`src/hdl/tsni_pkg.sv`:
```
// Shared types and constants for the TLS ClientHello server-name extractor.
// No dependencies; used by every module of the block.
`timescale 1ns / 1ps

package tsni_pkg;

  // Item types on the two channels
  typedef struct packed {
    logic [7:0] data_byte;
    logic       end_of_packet;
  } in_item_t;

  typedef struct packed {
    logic [7:0] name_char;
    logic       char_valid;
    logic       packet_done;
    logic       found;
  } out_item_t;

  // Record and handshake header checks
  localparam logic [7:0]  REC_TYPE_HANDSHAKE  = 8'h16;
  localparam logic [7:0]  REC_VERSION_MAJOR   = 8'h03;
  localparam logic [7:0]  HS_TYPE_CLIENT_HELLO = 8'h01;
  localparam logic [5:0]  OFS_REC_TYPE        = 6'd0;
  localparam logic [5:0]  OFS_VERSION_MAJOR   = 6'd1;
  localparam logic [5:0]  OFS_HS_TYPE         = 6'd5;

  // Header (9) + client version (2) + random (32), counted from zero
  localparam int unsigned HDR_BYTES     = 9;
  localparam int unsigned VERSION_BYTES = 2;
  localparam int unsigned RANDOM_BYTES  = 32;
  localparam logic [5:0]  LAST_FIXED_OFFSET =
    6'(HDR_BYTES + VERSION_BYTES + RANDOM_BYTES - 1);

  // Extension walk
  localparam logic [15:0] EXT_TYPE_SERVER_NAME = 16'h0000;
  localparam logic [15:0] EXT_HDR_BYTES        = 16'd4;
  localparam logic [15:0] SNI_PREFIX_BYTES     = 16'd5;
  localparam logic [2:0]  SNI_LEN_HI_IDX       = 3'd3;
  localparam logic [2:0]  SNI_LEN_LO_IDX       = 3'd4;

endpackage

```
`src/hdl/tsni_parser.sv`:
```
// Byte-at-a-time ClientHello parser: phase, counters and the per-byte result.
// Depends on tsni_pkg.
`timescale 1ns / 1ps

module tsni_parser (
  input  logic                clk_i,
  input  logic                rst_ni,
  input  logic                accept_i,
  input  tsni_pkg::in_item_t  in_item_i,
  output logic                res_valid_o,
  output tsni_pkg::out_item_t res_o
);
  import tsni_pkg::*;

  typedef enum logic [3:0] {
    PH_HDR,
    PH_SID_LEN,
    PH_SKIP_SID,
    PH_CS_HI,
    PH_CS_LO,
    PH_SKIP_CS,
    PH_CM_LEN,
    PH_SKIP_CM,
    PH_EXT_HI,
    PH_EXT_LO,
    PH_EXT_HDR,
    PH_SKIP_EXT,
    PH_SNI_BODY,
    PH_NAME,
    PH_FOUND,
    PH_IDLE
  } phase_e;

  phase_e      phase_q, phase_d, phase_nxt;
  logic [5:0]  fixed_cnt_q, fixed_cnt_d, fixed_cnt_nxt;
  logic [15:0] skip_q, skip_d, skip_nxt;
  logic [7:0]  len_hi_q, len_hi_d, len_hi_nxt;
  logic [15:0] ext_rem_q, ext_rem_d, ext_rem_nxt;
  logic [15:0] ext_type_q, ext_type_d, ext_type_nxt;
  logic [15:0] ext_len_q, ext_len_d, ext_len_nxt;
  logic [2:0]  hdr_cnt_q, hdr_cnt_d, hdr_cnt_nxt;
  logic [15:0] name_rem_q, name_rem_d, name_rem_nxt;

  logic [7:0]  b;
  logic        eop;
  logic        emit;
  logic [15:0] word;
  logic [15:0] ext_dec;
  logic [15:0] skip_dec;
  logic [15:0] name_dec;
  logic [15:0] sni_skip;

  // Next extension header, or stop when fewer than four declared bytes remain
  function automatic phase_e hdr_or_idle(input logic [15:0] rem);
    return (rem >= EXT_HDR_BYTES) ? PH_EXT_HDR : PH_IDLE;
  endfunction

  function automatic phase_e skip_then_hdr(input logic [15:0] amount,
                                           input logic [15:0] rem);
    phase_e ph;
    if (amount > rem) begin
      ph = PH_IDLE;
    end else if (amount == 16'd0) begin
      ph = hdr_or_idle(rem);
    end else begin
      ph = PH_SKIP_EXT;
    end
    return ph;
  endfunction

  assign b        = in_item_i.data_byte;
  assign eop      = in_item_i.end_of_packet;
  assign word     = {len_hi_q, b};
  assign ext_dec  = ext_rem_q - 16'd1;
  assign skip_dec = skip_q - 16'd1;
  assign name_dec = name_rem_q - 16'd1;
  assign sni_skip = ext_len_q - SNI_PREFIX_BYTES;

  always_comb begin
    phase_nxt     = phase_q;
    fixed_cnt_nxt = fixed_cnt_q;
    skip_nxt      = skip_q;
    len_hi_nxt    = len_hi_q;
    ext_rem_nxt   = ext_rem_q;
    ext_type_nxt  = ext_type_q;
    ext_len_nxt   = ext_len_q;
    hdr_cnt_nxt   = hdr_cnt_q;
    name_rem_nxt  = name_rem_q;
    emit          = 1'b0;

    case (phase_q)
      PH_HDR: begin
        if ((fixed_cnt_q == OFS_REC_TYPE && b != REC_TYPE_HANDSHAKE) ||
            (fixed_cnt_q == OFS_VERSION_MAJOR && b != REC_VERSION_MAJOR) ||
            (fixed_cnt_q == OFS_HS_TYPE && b != HS_TYPE_CLIENT_HELLO)) begin
          phase_nxt = PH_IDLE;
        end else if (fixed_cnt_q >= LAST_FIXED_OFFSET) begin
          phase_nxt = PH_SID_LEN;
        end else begin
          fixed_cnt_nxt = fixed_cnt_q + 6'd1;
        end
      end
      PH_SID_LEN: begin
        skip_nxt  = {8'd0, b};
        phase_nxt = (b == 8'd0) ? PH_CS_HI : PH_SKIP_SID;
      end
      PH_CS_HI: begin
        len_hi_nxt = b;
        phase_nxt  = PH_CS_LO;
      end
      PH_CS_LO: begin
        skip_nxt  = word;
        phase_nxt = (word == 16'd0) ? PH_CM_LEN : PH_SKIP_CS;
      end
      PH_CM_LEN: begin
        skip_nxt  = {8'd0, b};
        phase_nxt = (b == 8'd0) ? PH_EXT_HI : PH_SKIP_CM;
      end
      PH_SKIP_SID, PH_SKIP_CS, PH_SKIP_CM: begin
        skip_nxt = skip_dec;
        if (skip_dec == 16'd0) begin
          case (phase_q)
            PH_SKIP_SID: phase_nxt = PH_CS_HI;
            PH_SKIP_CS:  phase_nxt = PH_CM_LEN;
            default:     phase_nxt = PH_EXT_HI;
          endcase
        end
      end
      PH_EXT_HI: begin
        len_hi_nxt = b;
        phase_nxt  = PH_EXT_LO;
      end
      PH_EXT_LO: begin
        ext_rem_nxt = word;
        hdr_cnt_nxt = 3'd0;
        phase_nxt   = hdr_or_idle(word);
      end
      PH_EXT_HDR: begin
        ext_rem_nxt = ext_dec;
        case (hdr_cnt_q)
          3'd0, 3'd2: begin
            len_hi_nxt  = b;
            hdr_cnt_nxt = hdr_cnt_q + 3'd1;
          end
          3'd1: begin
            ext_type_nxt = word;
            hdr_cnt_nxt  = 3'd2;
          end
          default: begin
            ext_len_nxt = word;
            hdr_cnt_nxt = 3'd0;
            skip_nxt    = word;
            if (ext_type_q == EXT_TYPE_SERVER_NAME && ext_dec >= SNI_PREFIX_BYTES) begin
              phase_nxt = PH_SNI_BODY;
            end else begin
              phase_nxt = skip_then_hdr(word, ext_dec);
            end
          end
        endcase
      end
      PH_SKIP_EXT: begin
        ext_rem_nxt = ext_dec;
        skip_nxt    = skip_dec;
        if (skip_dec == 16'd0) begin
          hdr_cnt_nxt = 3'd0;
          phase_nxt   = hdr_or_idle(ext_dec);
        end
      end
      PH_SNI_BODY: begin
        ext_rem_nxt = ext_dec;
        if (hdr_cnt_q == SNI_LEN_HI_IDX) begin
          len_hi_nxt = b;
        end
        if (hdr_cnt_q < SNI_LEN_LO_IDX) begin
          hdr_cnt_nxt = hdr_cnt_q + 3'd1;
        end else begin
          hdr_cnt_nxt = 3'd0;
          if (word <= ext_dec) begin
            name_rem_nxt = word;
            phase_nxt    = (word == 16'd0) ? PH_FOUND : PH_NAME;
          end else if (ext_len_q >= SNI_PREFIX_BYTES) begin
            // Name does not fit: skip the rest of this extension body
            skip_nxt  = sni_skip;
            phase_nxt = skip_then_hdr(sni_skip, ext_dec);
          end else begin
            phase_nxt = hdr_or_idle(ext_dec);
          end
        end
      end
      PH_NAME: begin
        emit         = 1'b1;
        name_rem_nxt = name_dec;
        if (name_dec == 16'd0) begin
          phase_nxt = PH_FOUND;
        end
      end
      default: begin
      end
    endcase
  end

  // Drop all parse state at the end of a packet
  always_comb begin
    if (eop) begin
      phase_d     = PH_HDR;
      fixed_cnt_d = '0;
      skip_d      = '0;
      len_hi_d    = '0;
      ext_rem_d   = '0;
      ext_type_d  = '0;
      ext_len_d   = '0;
      hdr_cnt_d   = '0;
      name_rem_d  = '0;
    end else begin
      phase_d     = phase_nxt;
      fixed_cnt_d = fixed_cnt_nxt;
      skip_d      = skip_nxt;
      len_hi_d    = len_hi_nxt;
      ext_rem_d   = ext_rem_nxt;
      ext_type_d  = ext_type_nxt;
      ext_len_d   = ext_len_nxt;
      hdr_cnt_d   = hdr_cnt_nxt;
      name_rem_d  = name_rem_nxt;
    end
  end

  always_ff @(posedge clk_i or negedge rst_ni) begin
    if (!rst_ni) begin
      phase_q     <= PH_HDR;
      fixed_cnt_q <= '0;
      skip_q      <= '0;
      len_hi_q    <= '0;
      ext_rem_q   <= '0;
      ext_type_q  <= '0;
      ext_len_q   <= '0;
      hdr_cnt_q   <= '0;
      name_rem_q  <= '0;
    end else if (accept_i) begin
      phase_q     <= phase_d;
      fixed_cnt_q <= fixed_cnt_d;
      skip_q      <= skip_d;
      len_hi_q    <= len_hi_d;
      ext_rem_q   <= ext_rem_d;
      ext_type_q  <= ext_type_d;
      ext_len_q   <= ext_len_d;
      hdr_cnt_q   <= hdr_cnt_d;
      name_rem_q  <= name_rem_d;
    end
  end

  assign res_valid_o       = accept_i && (emit || eop);
  assign res_o.name_char   = emit ? b : 8'd0;
  assign res_o.char_valid  = emit;
  assign res_o.packet_done = eop;
  assign res_o.found       = eop && (phase_nxt == PH_FOUND);

endmodule

```
`src/hdl/tsni_out_buf.sv`:
```
// Two-entry result buffer (output register plus skid) for the result channel.
// Depends on tsni_pkg.
`timescale 1ns / 1ps

module tsni_out_buf (
  input  logic                clk_i,
  input  logic                rst_ni,
  input  logic                res_valid_i,
  input  tsni_pkg::out_item_t res_i,
  output logic                full_o,
  output logic                out_valid_o,
  input  logic                out_stall_i,
  output tsni_pkg::out_item_t out_item_o
);
  import tsni_pkg::*;

  logic      main_valid_q;
  logic      skid_valid_q;
  out_item_t main_q;
  out_item_t skid_q;
  logic      main_free;

  assign main_free = !main_valid_q || !out_stall_i;

  always_ff @(posedge clk_i or negedge rst_ni) begin
    if (!rst_ni) begin
      main_valid_q <= 1'b0;
      skid_valid_q <= 1'b0;
    end else if (main_free) begin
      if (skid_valid_q) begin
        main_valid_q <= 1'b1;
        skid_valid_q <= res_valid_i;
      end else begin
        main_valid_q <= res_valid_i;
      end
    end else if (res_valid_i) begin
      // Output stalled: park the new request in the skid entry
      skid_valid_q <= 1'b1;
    end
  end

  always_ff @(posedge clk_i) begin
    if (main_free) begin
      if (skid_valid_q) begin
        main_q <= skid_q;
        skid_q <= res_i;
      end else begin
        main_q <= res_i;
      end
    end else if (res_valid_i) begin
      skid_q <= res_i;
    end
  end

  assign full_o      = skid_valid_q;
  assign out_valid_o = main_valid_q;
  assign out_item_o  = main_q;

endmodule

```
`src/hdl/tls_sni_extractor.sv`:
```
// TLS ClientHello server-name extractor, top level.
// Depends on tsni_pkg, tsni_parser and tsni_out_buf.
//
// Usage:
//   Feed the TCP payload one byte per request on the input channel
//   (in_valid_i / in_stall_o / in_item_i), with end_of_packet set on the
//   packet's final byte. A request is taken at a clock edge with valid high
//   and stall low.
//   The result channel (out_valid_o / out_stall_i / out_item_o) carries one
//   request per server-name byte (char_valid=1) and exactly one request per
//   packet with packet_done=1, which may also carry the last name byte.
//   found=1 on that request means the whole name went out; found=0 means no
//   name, or a truncated one that downstream must discard.
//   Bytes that produce no result leave nothing on the result channel.
// Timing:
//   One byte per clock sustained while in_stall_o is low. A result is
//   registered in the result buffer at the edge that takes its byte, as is the parse state.
//   A two-entry result buffer lets input flow while a result waits; in_stall_o
//   rises only when both entries hold results that out_stall_i keeps back.
// Reset:
//   rst_ni clears the parse state to the record-header phase and empties the
//   result buffer; the block takes input as soon as reset is released.
`timescale 1ns / 1ps

module tls_sni_extractor (
  input  logic                clk_i,
  input  logic                rst_ni,
  input  logic                in_valid_i,
  output logic                in_stall_o,
  input  tsni_pkg::in_item_t  in_item_i,
  output logic                out_valid_o,
  input  logic                out_stall_i,
  output tsni_pkg::out_item_t out_item_o
);
  import tsni_pkg::*;

  logic      accept;
  logic      res_valid;
  logic      buf_full;
  out_item_t res;

  assign in_stall_o = buf_full;
  assign accept     = in_valid_i && !buf_full;

  tsni_parser u_parser (
    .clk_i      (clk_i),
    .rst_ni     (rst_ni),
    .accept_i   (accept),
    .in_item_i  (in_item_i),
    .res_valid_o(res_valid),
    .res_o      (res)
  );

  tsni_out_buf u_out_buf (
    .clk_i      (clk_i),
    .rst_ni     (rst_ni),
    .res_valid_i(res_valid),
    .res_i      (res),
    .full_o     (buf_full),
    .out_valid_o(out_valid_o),
    .out_stall_i(out_stall_i),
    .out_item_o (out_item_o)
  );

endmodule

```
`config.mk`:
```
export PLATFORM = sky130hd
export DESIGN_NAME = tls_sni_extractor
export DESIGN_NICKNAME = d
export VERILOG_FILES = /design/src/hdl/tsni_pkg.sv /design/src/hdl/tsni_parser.sv /design/src/hdl/tsni_out_buf.sv /design/src/hdl/tls_sni_extractor.sv
export SDC_FILE = /design/constraint.sdc
export NUM_CORES = 1
export LEC_CHECK = 0
export ABC_CLOCK_PERIOD_IN_PS = 7100
export BUFFER_PORTS_ARGS = -buffer_cell sky130_fd_sc_hd__buf_4
export CAP_MARGIN = 20
export CORE_ASPECT_RATIO = 1.1
export CORE_UTILIZATION = 50
export DETAILED_ROUTE_END_ITERATION = 16
export PLACE_DENSITY_LB_ADDON = 0.05
export SLEW_MARGIN = 20
export SYNTH_ARGS = -nofsm -noshare
export SYNTH_HDL_FRONTEND = slang
export SYNTH_SLANG_ARGS = --single-unit
```
`constraint.sdc`:
```
create_clock -name clk_i -period 7.1 [get_ports clk_i]
set_input_delay 0.355 -clock clk_i [delete_from_list [all_inputs] [get_ports clk_i]]
set_output_delay 0.355 -clock clk_i [all_outputs]
set_load 0.005 [all_outputs]
```
==> results_dict.tcl <==
set metrics [dict create \
    rows 51 \
    cts_tree "done" \
    maxSlewViolCount 0 \
    rsz0062_at_grt "false" \
    die_w_um 131 \
    cts_buffers 17 \
    reg2reg_slack_ns 2.61 \
    hold_viol 19 \
    seq_area_frac_synth_pct 35.4 \
    fin_crit_sh_pct 63.3 \
    maxCapViolCount 0 \
    vdd_drop_max_uv 266 \
    setup_ws_ns 2.61 \
    portBuffers 25 \
    crit_type "reg -> reg" \
    pre_cts_ws_ns 2.64 \
    grt_max_degree 55 \
    synth-edff-count 22 \
    grt_pass1_wl_um 43300 \
    worstPathCellList "inv_1 -> ha_1 -> nor3b_1 -> nand3b_1 -> xnor2_1 -> ha_1 -> or3b_1 -> a32o_1 -> a2111oi_2 -> a31oi_1 -> maj3_2 -> o2111a_2 -> o31ai_4 -> o21ai_0 -> o21ai_0" \
    drtAntennaViolNets 0 \
    fin_cells 1298 \
    timing.hold.worst.class "in -> async" \
    startpoint_type "flip-flop" \
    via_per_inst 6.30 \
    critPathMaxStageDelay_ns 0.58 \
    syn_area_um2 9140 \
    cp-end-kind "flip-flop" \
    multi_input_comb_area_um2 5480 \
    clk_latency_ns 0.43 \
    yosys_register_bits 125 \
    p_per_area_nw_per_um2 409 \
    synth_ff_type "dfrtp_1" \
    required_ns 7.44 \
    finalInstanceArea_um2 9930 \
    syn_to_final_growth_pct 8.72 \
    clk_pin_slew_ns 0.06 \
    avgSynthCellArea_um2 8.66 \
    vias 8173 \
    whs_ns -0.0324 \
    dp_hpwl_um 19000 \
    clock_sinks 125 \
    power.leakage_nw 4.12 \
    num_antenna_cells 0 \
    finClkSkew_ns 0.00990 \
    initial_utilization_pct 51.3 \
    post-layout-total-power_mw 4.06 \
    wl_per_cell_um 21.1 \
    io_pins 26 \
    post_cts_resized 0 \
    syn_nets 1112 \
    slew_headroom_pct 33.0 \
    cp_slowest_cell "o31ai_4" \
    place_inst 1266 \
    ctsLongestPathBuffers 2 \
    post_cts_buffers 0 \
    rr_worst_depth 15 \
    final.setup.tns_ns 0 \
    cp_max_fo 14 \
    cts_hold_buf 0 \
    die_area_um2 18800 \
    r2r-start "u_parser.ext_rem_q[0]" \
    fin_crit_ns 4.49 \
    synthCells 1055 \
    async_flop_share_pct 82.4 \
    finalWirelength_um 27400 \
    drt_iter0_markers 844 \
    grtUsageTotal_pct 31.1 \
    fillers 1631 \
    htree_levels 4 \
    rr_endpoint "u_parser.skip_q[7]" \
    final_common_cell "dfrtp_1" \
    grt_antenna_before_repair 1 \
    drc_errors 0 \
    post-route-util_pct 55.8 \
    grt-ovfl-total 0 \
    regArea_um2 3240 \
    status "complete, but fails checks" \
    firstDrtPassIters 5 \
    fmaxAchievable_mhz 223 \
    place.gp.congestion 0.929 \
    violations "negative hold slack" \
    setup_viol 0 \
    cts_root_buffer "clkbuf_16" \
    max_slew.worst_pin.slew_ns 1.00 \
    ys_warn_count 0 \
    grt_pass1_vias 7642 \
    cp.arrival_ns 4.83 \
    placed_area_um2 9410 \
    synth_cell_type_count 88 \
    most-common-layout-cells "dfrtp_1, o21ai_0, nor2_1, nand2_1, a21oi_1" \
    die_h_um 144 \
    fin_nets 1104 \
    core_um2 17800 \
    drive_gt1_share_pct 11.1 \
]
==> synthesized netlist by cell type, types with 9 or more instances <==
cell | n | area share [%]
nor2_1 | 89 | 3.7
xnor2_1 | 27 | 2.6
nand2_1 | 82 | 3.4
a221oi_1 | 9 | 0.86
nor4_1 | 33 | 2.3
o21ai_1 | 11 | 0.60
nor2b_1 | 23 | 1.6
o21ai_0 | 96 | 5.3
edfxtp_1 | 22 | 7.2
or3_1 | 13 | 0.89
xor2_1 | 14 | 1.3
o22ai_1 | 18 | 1.2
ha_1 | 44 | 6.0
nand3_1 | 27 | 1.5
or4_1 | 9 | 0.74
mux2i_1 | 9 | 0.99
a31oi_1 | 12 | 0.82
and2_1 | 12 | 0.82
nand4_1 | 9 | 0.62
a21oi_1 | 68 | 3.7
mux2_2 | 30 | 3.7
o31ai_1 | 12 | 0.99
dfrtp_1 | 103 | 28
inv_1 | 39 | 1.6
clkbuf_1 | 46 | 1.9
nor3_1 | 35 | 1.9
o21a_1 | 9 | 0.74
nand2b_1 | 24 | 1.6
==> critical path: cells and delay by family, from the launching register on <==
kind                       cells  cell delay, ns
AOI/OAI and AO/OA              7            1.73
adders and majority gates      3            0.95
DFF                            1            0.45
xor gates and xnor gates       1            0.22
buffers and inverters          1            0.17
and+or+nand+nor                3            0.87
==> worst max path at each step <==
stage,from,end,slack (ns)
after global routing,u_parser.ext_rem_q[0],u_parser.name_rem_q[12],2.26
after CTS,u_parser.ext_rem_q[0],u_parser.skip_q[7],2.63
after global placement,u_parser.ext_rem_q[0],u_parser.skip_q[7],2.75
final,u_parser.ext_rem_q[0],u_parser.skip_q[7],2.61
after floorplan,u_parser.ext_rem_q[0],u_out_buf.out_item_o[0],3.05
after detailed placement,u_parser.ext_rem_q[0],u_parser.skip_q[7],2.64
==> flip-flops by register name, summed over array words and instances (netlist names) <==
| name | cells |
|---|---|
| u_parser.ext_len_q | 16 |
| u_parser.ext_rem_q | 16 |
| u_parser.ext_type_q | 16 |
| u_parser.name_rem_q | 16 |
| u_parser.skip_q | 16 |
| u_out_buf.out_item_o | 11 |
| u_out_buf.skid_q | 11 |
| u_parser.len_hi_q | 8 |
| u_parser.fixed_cnt_q | 6 |
| u_parser.phase_q | 4 |
| u_parser.hdr_cnt_q | 3 |
| u_out_buf.full_o | 1 |
| u_out_buf.out_valid_o | 1 |
==> kinds of logic after synthesis <==
group	after synthesis	synth area share, %
compound gates	298	20.7
xor+xnor	43	4.42
fa+ha+maj	46	6.26
buf+inv	99	4.59
flops	125	35.4
mux	39	4.68
simple gates	405	24.0
==> routing by layer <==
| layer | vias up | wire length (µm) | global-route usage [%] |
|---|---|---|---|
| li1 | 3894 | - | - |
| met1 | 3927 | 12200 | 41.0 |
| met2 | 289 | 12700 | 49.8 |
| met3 | 61 | 1590 | 5.51 |
| met4 | 2 | 992 | 13.6 |
| met5 | - | 16 | 0 |
==> power breakdown <==
part | switching (mW) | internal (mW) | leakage (nW)
sequential | 0.296 | 0.871 | 1.60
clock | 0.353 | 0.444 | 0.247
combinational | 1.27 | 0.836 | 2.27
total | 1.91 | 2.15 | 4.12
==> layout make-up <==
class	count	area share (%)
sequential	125	32.6
clock buffer	18	4.32
tap	238	3.00
multi-input combinational	831	55.2
timing repair buffer	33	2.49
inverter	39	1.47
clock inverter	14	0.957
(Power assumes the default switching activity.)
